**src/design/pls_pkg.sv**
```systemverilog
// shared types, select codes and state encoding for the polygon line splitter
// used by pls_datapath, pls_ctrl and the top level
package pls_pkg;

   localparam int COORD_WIDTH_DEF = 32;
   localparam int CSR_ADDR_W      = 2;

   // configuration register indexes
   typedef enum logic [CSR_ADDR_W-1:0] {
      CSR_LINE_AX = 2'd0,
      CSR_LINE_AY = 2'd1,
      CSR_LINE_BX = 2'd2,
      CSR_LINE_BY = 2'd3
   } csr_idx_type;

   // wide multiplicand select
   typedef enum logic [2:0] {
      A_ABX = 3'd0,
      A_ABY = 3'd1,
      A_DDY = 3'd2,
      A_T   = 3'd3,
      A_U   = 3'd4
   } a_sel_type;

   // narrow multiplier select
   typedef enum logic [3:0] {
      B_VY_AY = 4'd0,
      B_VX_AX = 4'd1,
      B_AX_CX = 4'd2,
      B_AX    = 4'd3,
      B_AY    = 4'd4,
      B_CY    = 4'd5,
      B_ABX   = 4'd6,
      B_DDX   = 4'd7,
      B_CX    = 4'd8,
      B_X_AX  = 4'd9
   } b_sel_type;

   // divisor select
   typedef enum logic [1:0] {
      D_DDX = 2'd0,
      D_M   = 2'd1,
      D_ABX = 2'd2
   } d_sel_type;

   // term added to the quotient
   typedef enum logic [1:0] {
      P_ZERO = 2'd0,
      P_CY   = 2'd1,
      P_AY   = 2'd2
   } p_sel_type;

   typedef enum logic [1:0] {
      XR_HOLD = 2'd0,
      XR_AX   = 2'd1,
      XR_CX   = 2'd2,
      XR_DIV  = 2'd3
   } xr_sel_type;

   typedef enum logic [1:0] {
      YR_HOLD = 2'd0,
      YR_CY   = 2'd1,
      YR_DIV  = 2'd2
   } yr_sel_type;

   typedef enum logic [1:0] {
      OK_UPPER  = 2'd0,
      OK_LOWER  = 2'd1,
      OK_VERTEX = 2'd2
   } out_kind_type;

   typedef enum logic [4:0] {
      ST_IDLE,
      ST_SIDE_A,
      ST_SIDE_B,
      ST_DECIDE,
      ST_V_MUL,
      ST_V_DIV,
      ST_P0,
      ST_P1,
      ST_P2,
      ST_U,
      ST_M0,
      ST_M1,
      ST_N0,
      ST_N1,
      ST_X_DIV,
      ST_Y_MUL,
      ST_Y_DIV,
      ST_EMIT_U,
      ST_EMIT_L,
      ST_EMIT_V
   } state_type;

   typedef struct packed {
      logic         ld_in;
      logic         mul_start;
      logic         mul_clear;
      logic         mul_sub;
      a_sel_type    asel;
      b_sel_type    bsel;
      logic         div_start;
      d_sel_type    dsel;
      p_sel_type    psel;
      logic         save_side;
      logic         save_t;
      logic         save_u;
      logic         save_m;
      xr_sel_type   xr_sel;
      yr_sel_type   yr_sel;
      logic         out_ld;
      out_kind_type out_kind;
      logic         upd_prev;
   } cmd_type;

   typedef struct packed {
      logic mul_done;
      logic div_done;
      logic need_cross;
      logic vertical;
      logic ddx_zero;
      logic m_zero;
      logic out_free;
   } status_type;

endpackage

```
**src/design/pls_ctrl.sv**
```systemverilog
// controller: sequences multiply, divide and emit steps for one vertex
// uses pls_pkg for states, commands and status
module pls_ctrl (
   input  logic                clock,
   input  logic                reset,
   input  logic                req_tvalid,
   output logic                req_tready,
   input  pls_pkg::status_type st,
   output pls_pkg::cmd_type    cmd
);
   pls_pkg::state_type state_ff, state_in, go_next;
   logic               launched_ff, launched_in, op_mul, op_div;

   always_ff @(posedge clock) begin
      if (reset) begin
         state_ff    <= pls_pkg::ST_IDLE;
         launched_ff <= 1'b0;
      end else begin
         state_ff    <= state_in;
         launched_ff <= launched_in;
      end
   end

   always_comb begin
      cmd         = '0;
      state_in    = state_ff;
      launched_in = launched_ff;
      go_next     = state_ff;
      op_mul      = 1'b0;
      op_div      = 1'b0;
      req_tready  = 1'b0;

      unique case (state_ff)
         pls_pkg::ST_IDLE: begin
            req_tready = 1'b1;
            cmd.ld_in  = req_tvalid;
            if (req_tvalid) state_in = pls_pkg::ST_SIDE_A;
         end
         pls_pkg::ST_SIDE_A: begin
            op_mul = 1'b1; cmd.mul_clear = 1'b1;
            cmd.asel = pls_pkg::A_ABX; cmd.bsel = pls_pkg::B_VY_AY;
            go_next = pls_pkg::ST_SIDE_B;
         end
         pls_pkg::ST_SIDE_B: begin
            op_mul = 1'b1; cmd.mul_sub = 1'b1;
            cmd.asel = pls_pkg::A_ABY; cmd.bsel = pls_pkg::B_VX_AX;
            cmd.save_side = st.mul_done;
            go_next = pls_pkg::ST_DECIDE;
         end
         pls_pkg::ST_DECIDE: begin
            priority if (!st.need_cross) begin
               state_in = pls_pkg::ST_EMIT_V;
            end else if (st.vertical && st.ddx_zero) begin
               cmd.xr_sel = pls_pkg::XR_AX;
               cmd.yr_sel = pls_pkg::YR_CY;
               state_in   = pls_pkg::ST_EMIT_U;
            end else if (st.vertical) begin
               state_in = pls_pkg::ST_V_MUL;
            end else begin
               state_in = pls_pkg::ST_P0;
            end
         end
         pls_pkg::ST_V_MUL: begin
            op_mul = 1'b1; cmd.mul_clear = 1'b1;
            cmd.asel = pls_pkg::A_DDY; cmd.bsel = pls_pkg::B_AX_CX;
            go_next = pls_pkg::ST_V_DIV;
         end
         pls_pkg::ST_V_DIV: begin
            op_div = 1'b1;
            cmd.dsel = pls_pkg::D_DDX; cmd.psel = pls_pkg::P_CY;
            if (st.div_done) begin
               cmd.xr_sel = pls_pkg::XR_AX;
               cmd.yr_sel = pls_pkg::YR_DIV;
            end
            go_next = pls_pkg::ST_EMIT_U;
         end
         pls_pkg::ST_P0: begin
            op_mul = 1'b1; cmd.mul_clear = 1'b1;
            cmd.asel = pls_pkg::A_ABY; cmd.bsel = pls_pkg::B_AX;
            go_next = pls_pkg::ST_P1;
         end
         pls_pkg::ST_P1: begin
            op_mul = 1'b1; cmd.mul_sub = 1'b1;
            cmd.asel = pls_pkg::A_ABX; cmd.bsel = pls_pkg::B_AY;
            go_next = pls_pkg::ST_P2;
         end
         pls_pkg::ST_P2: begin
            op_mul = 1'b1;
            cmd.asel = pls_pkg::A_ABX; cmd.bsel = pls_pkg::B_CY;
            cmd.save_t = st.mul_done;
            go_next = pls_pkg::ST_U;
         end
         pls_pkg::ST_U: begin
            op_mul = 1'b1; cmd.mul_clear = 1'b1;
            cmd.asel = pls_pkg::A_DDY; cmd.bsel = pls_pkg::B_ABX;
            cmd.save_u = st.mul_done;
            go_next = pls_pkg::ST_M0;
         end
         pls_pkg::ST_M0: begin
            op_mul = 1'b1; cmd.mul_clear = 1'b1;
            cmd.asel = pls_pkg::A_ABY; cmd.bsel = pls_pkg::B_DDX;
            go_next = pls_pkg::ST_M1;
         end
         pls_pkg::ST_M1: begin
            op_mul = 1'b1; cmd.mul_sub = 1'b1;
            cmd.asel = pls_pkg::A_DDY; cmd.bsel = pls_pkg::B_ABX;
            cmd.save_m = st.mul_done;
            go_next = pls_pkg::ST_N0;
         end
         pls_pkg::ST_N0: begin
            if (!launched_ff && st.m_zero) begin
               // parallel segment: crossing x falls back to the previous vertex
               cmd.xr_sel = pls_pkg::XR_CX;
               state_in   = pls_pkg::ST_Y_MUL;
            end else begin
               op_mul = 1'b1; cmd.mul_clear = 1'b1;
               cmd.asel = pls_pkg::A_T; cmd.bsel = pls_pkg::B_DDX;
               go_next = pls_pkg::ST_N1;
            end
         end
         pls_pkg::ST_N1: begin
            op_mul = 1'b1; cmd.mul_sub = 1'b1;
            cmd.asel = pls_pkg::A_U; cmd.bsel = pls_pkg::B_CX;
            go_next = pls_pkg::ST_X_DIV;
         end
         pls_pkg::ST_X_DIV: begin
            op_div = 1'b1;
            cmd.dsel = pls_pkg::D_M; cmd.psel = pls_pkg::P_ZERO;
            if (st.div_done) cmd.xr_sel = pls_pkg::XR_DIV;
            go_next = pls_pkg::ST_Y_MUL;
         end
         pls_pkg::ST_Y_MUL: begin
            op_mul = 1'b1; cmd.mul_clear = 1'b1;
            cmd.asel = pls_pkg::A_ABY; cmd.bsel = pls_pkg::B_X_AX;
            go_next = pls_pkg::ST_Y_DIV;
         end
         pls_pkg::ST_Y_DIV: begin
            op_div = 1'b1;
            cmd.dsel = pls_pkg::D_ABX; cmd.psel = pls_pkg::P_AY;
            if (st.div_done) cmd.yr_sel = pls_pkg::YR_DIV;
            go_next = pls_pkg::ST_EMIT_U;
         end
         pls_pkg::ST_EMIT_U: begin
            cmd.out_kind = pls_pkg::OK_UPPER;
            if (st.out_free) begin
               cmd.out_ld = 1'b1;
               state_in   = pls_pkg::ST_EMIT_L;
            end
         end
         pls_pkg::ST_EMIT_L: begin
            cmd.out_kind = pls_pkg::OK_LOWER;
            if (st.out_free) begin
               cmd.out_ld = 1'b1;
               state_in   = pls_pkg::ST_EMIT_V;
            end
         end
         pls_pkg::ST_EMIT_V: begin
            cmd.out_kind = pls_pkg::OK_VERTEX;
            if (st.out_free) begin
               cmd.out_ld   = 1'b1;
               cmd.upd_prev = 1'b1;
               state_in     = pls_pkg::ST_IDLE;
            end
         end
         default: state_in = pls_pkg::ST_IDLE;
      endcase

      // launch the unit once, then wait for its done pulse
      if (op_mul) begin
         if (!launched_ff) begin
            cmd.mul_start = 1'b1;
            launched_in   = 1'b1;
         end else if (st.mul_done) begin
            launched_in = 1'b0;
            state_in    = go_next;
         end
      end
      if (op_div) begin
         if (!launched_ff) begin
            cmd.div_start = 1'b1;
            launched_in   = 1'b1;
         end else if (st.div_done) begin
            launched_in = 1'b0;
            state_in    = go_next;
         end
      end
   end

endmodule

```
**config.mk**
```make
export PLATFORM = sky130hd
export DESIGN_NAME = pls_ctrl
export DESIGN_NICKNAME = d
export VERILOG_FILES = /design/src/design/pls_pkg.sv /design/src/design/pls_ctrl.sv
export SDC_FILE = /design/constraint.sdc
export NUM_CORES = 1
export LEC_CHECK = 0
export ABC_CLOCK_PERIOD_IN_PS = 3400
export BUFFER_PORTS_ARGS = -buffer_cell sky130_fd_sc_hd__buf_2
export CAP_MARGIN = 0
export CORE_UTILIZATION = 53
export DETAILED_ROUTE_END_ITERATION = 8
export HOLD_SLACK_MARGIN = 0.08
export PLACE_DENSITY = 0.95
export SYNTH_ARGS = -nofsm -noshare
export SYNTH_HDL_FRONTEND = slang
export SYNTH_SLANG_ARGS = --single-unit
```
**constraint.sdc**
```tcl
create_clock -name clock -period 3.4 [get_ports clock]
set_input_delay 0.17 -clock clock [delete_from_list [all_inputs] [get_ports clock]]
set_output_delay 0.17 -clock clock [all_outputs]
set_load 0.005 [all_outputs]
```
==> metrics.yaml <==
outcome: "completed"
finalSetupTns_ps: 0
cap_violations: 0
seq_area_frac_synth_pct: 11.2
track_usage_pct: 29.2
port_buffers: 38
rows: 15
end_kind: "primary output"
synth_area_um2: 1070
synth_top_area_share_pct: 11.2
cts-root-buf: "clkbuf_4"
cts_htree_levels: 1
hp-start: "reset"
clk_path_buf_depth: 2
drv_slew: 0
reg2reg_depth: 5
synthArstFlopShare_pct: 0
cts_tree: "built"
ant_nets: 0
synth_cells: 166
dr.pass1.iters: 5
rsz0062_at_grt: "no"
critical_path.max_stage_delay_ps: 890
cp-start-kind: "flip-flop"
antenna_found_initial: 0
critPathArrivalTime_ps: 2340
met2WireLength_um: 1500
via_per_inst: 6.58
diodes: 0
max_clock_freq_mhz: 398
leakagePower_nw: 0.526
finClkSkew_ps: 4.84
area_growth_syn_to_layout_pct: 15.4
wl_per_cell_um: 15.0
start_util_pct: 59.4
cts_resized: 0
powerDensity_nw_per_um2: 182
post_cts_buffers: 0
clk_pin_slew_ps: 50
cts.hold.buffers_added: 0
ff2ff_setup_slack_ps: 950
setup_violations: 0
dp_hpwl_um: 2270
cp_max_fo: 26
grt_pass1_wl_um: 4650
grt_overflow: 0
hold_violations: 0
synthDistinctLibCells: 50
highest_layer: "met4"
drive_gt1_share_pct: 28.4
hold_end: "launched_ff"
wl_met1_um: 1210
period_share_pct: 73.8
hold_ws_ps: 232
dieWidth_um: 47.0
die_h_um: 47.0
cts_made_buffers: 3
core_area_um2: 1800
pin_count: 39
fin_cells: 215
hold_class: "input port to flip-flop"
synth-warning-count: 0
final.setup.worst_slack_ps: 889
detail_route.drc_violations: 0
layout.nets: 202
dr_wl_met3_um: 394
gp_congestion: 0.852
yosysTopAreaCell: "dfxtp_1"
min_path_cells: 2
dieArea_um2: 2200
first_iter_violations: 96
r2r_end: "state_ff[2]"
worstSetupPathType: "flip-flop to primary output"
yosys-top-cells-area: "dfxtp_1 (11%), nor2_1 (10%), a21oi_1 (6.5%)"
clock-sinks: 6
syn_avg_cell_area_um2: 6.45
slew_headroom_pct: 41.9
cp_data_required_time_ps: 3230
ys.flop_type: "dfxtp_1"
peakVddDrop_v: 0.0000837
finalCriticalPeriod_ps: 2510
grt_pass1_vias: 1044
tightest_slew_ps: 870
post-place-ws_ps: 1110
r2r_start: "state_ff[1]"
clkLatencyLatePin_ps: 260
vias: 1414
synth_seq_cells: 6
drt_wl_total_um: 3220
grt_max_degree: 37
placedCellCount: 212
syn_nets: 176
cp_slowest_cell: "dfxtp_1"
fillCellCount: 163
crit_chain: "inv_1 > nand2_1 > nand2_1 > a221oi_1 > a211oi_1 > buf_2"
cpMostUsedCell: "nand2_1"
synth-edff-count: 0
-- critical path: cells and delay by family (launching register included) --
family / cells / cell delay, ps
AND/OR/NAND/NOR: 2 / 310
AO/OA/AOI/OAI: 2 / 380
flip-flops: 1 / 890
buffers and inverters: 2 / 500
-- kinds of logic after synthesis --
logic type | share of synthesized area (%)
multiplexers | 6.07
AO/OA/AOI/OAI | 29.7
AND/OR/NAND/NOR | 42.6
XOR/XNOR | 1.64
flip-flops | 11.2
buffers and inverters | 8.76
-- cell usage in the layout, fill, tap and decap left out, drive strengths merged, types with 2 or more instances in the layout --
cell type,synthesis,final
or2,4,4
inv,2,2
nand3b,2,2
o21ai,3,3
nor2,30,30
nor3b,4,4
or3,2,2
nand2,17,17
nand2b,4,4
and2,3,3
a211oi,5,5
xnor2,2,2
clkbuf,10,3
nand3,6,6
a21oi,15,15
a31oi,7,7
dfxtp,6,6
mux2,3,3
mux2i,2,2
nor3,7,7
nor2b,4,4
buf,8,39
or4b,2,2
-- worst max-delay path by stage --
stage | from | to | depth (start not counted)
global placement | state_ff[1] | state_ff[2] | 5
floorplan | state_ff[1] | state_ff[1] | 6
global route | state_ff[1] | cmd[25] | 6
detailed placement | state_ff[1] | state_ff[2] | 5
finish | state_ff[1] | cmd[25] | 6
CTS | state_ff[1] | cmd[25] | 6
-- synthesized netlist by cell type (2+ instances only) --
library cell / instances
a211oi_1: 5
a21oi_1: 14
a31oi_1: 7
and2_1: 3
buf_1: 2
buf_2: 3
buf_4: 2
clkbuf_1: 10
dfxtp_1: 6
inv_1: 2
mux2_4: 3
mux2i_1: 2
nand2_1: 17
nand2b_1: 4
nand3_1: 6
nand3b_1: 2
nor2_1: 29
nor2b_1: 4
nor3_1: 6
nor3b_1: 4
o21ai_0: 3
or2_2: 2
or3_1: 2
xnor2_1: 2
-- per-layer routing --
layer / track usage, % / vias up
met3: 5.38 / 21
met5: 0 / -
li1: - / 647
met2: 48.9 / 128
met4: 11.4 / 0
met1: 36.8 / 618
-- state kept, by name, summed over array words and instances, names as in the netlist --
name / cells
state_ff: 5
launched_ff: 1
-- power breakdown --
part           internal [mW]  switching (mW)
Combinational         0.0295          0.0365
Sequential            0.0734          0.0135
Clock                 0.0403          0.0314
Total                  0.143          0.0814
-- stage by stage --
stage	total power, mW	instance area [µm²]	util [%]
after floorplan	0.131	1070	-
after global placement	0.150	1210	67.4
after detailed placement	0.152	1210	67.4
after CTS	0.219	1240	68.6
after global routing	0.235	1240	68.6
final	0.225	1240	68.6
-- cell type report --
class | count | area (µm²) | share of cell area (%)
clock buffer | 3 | 22.5 | 1.82
inverter | 2 | 7.51 | 0.607
multi-input combinational | 140 | 857 | 69.3
tap | 25 | 31.3 | 2.53
timing repair buffer | 39 | 198 | 16.0
sequential | 6 | 120 | 9.72
Note: power is estimated with default switching activity, not from simulation.
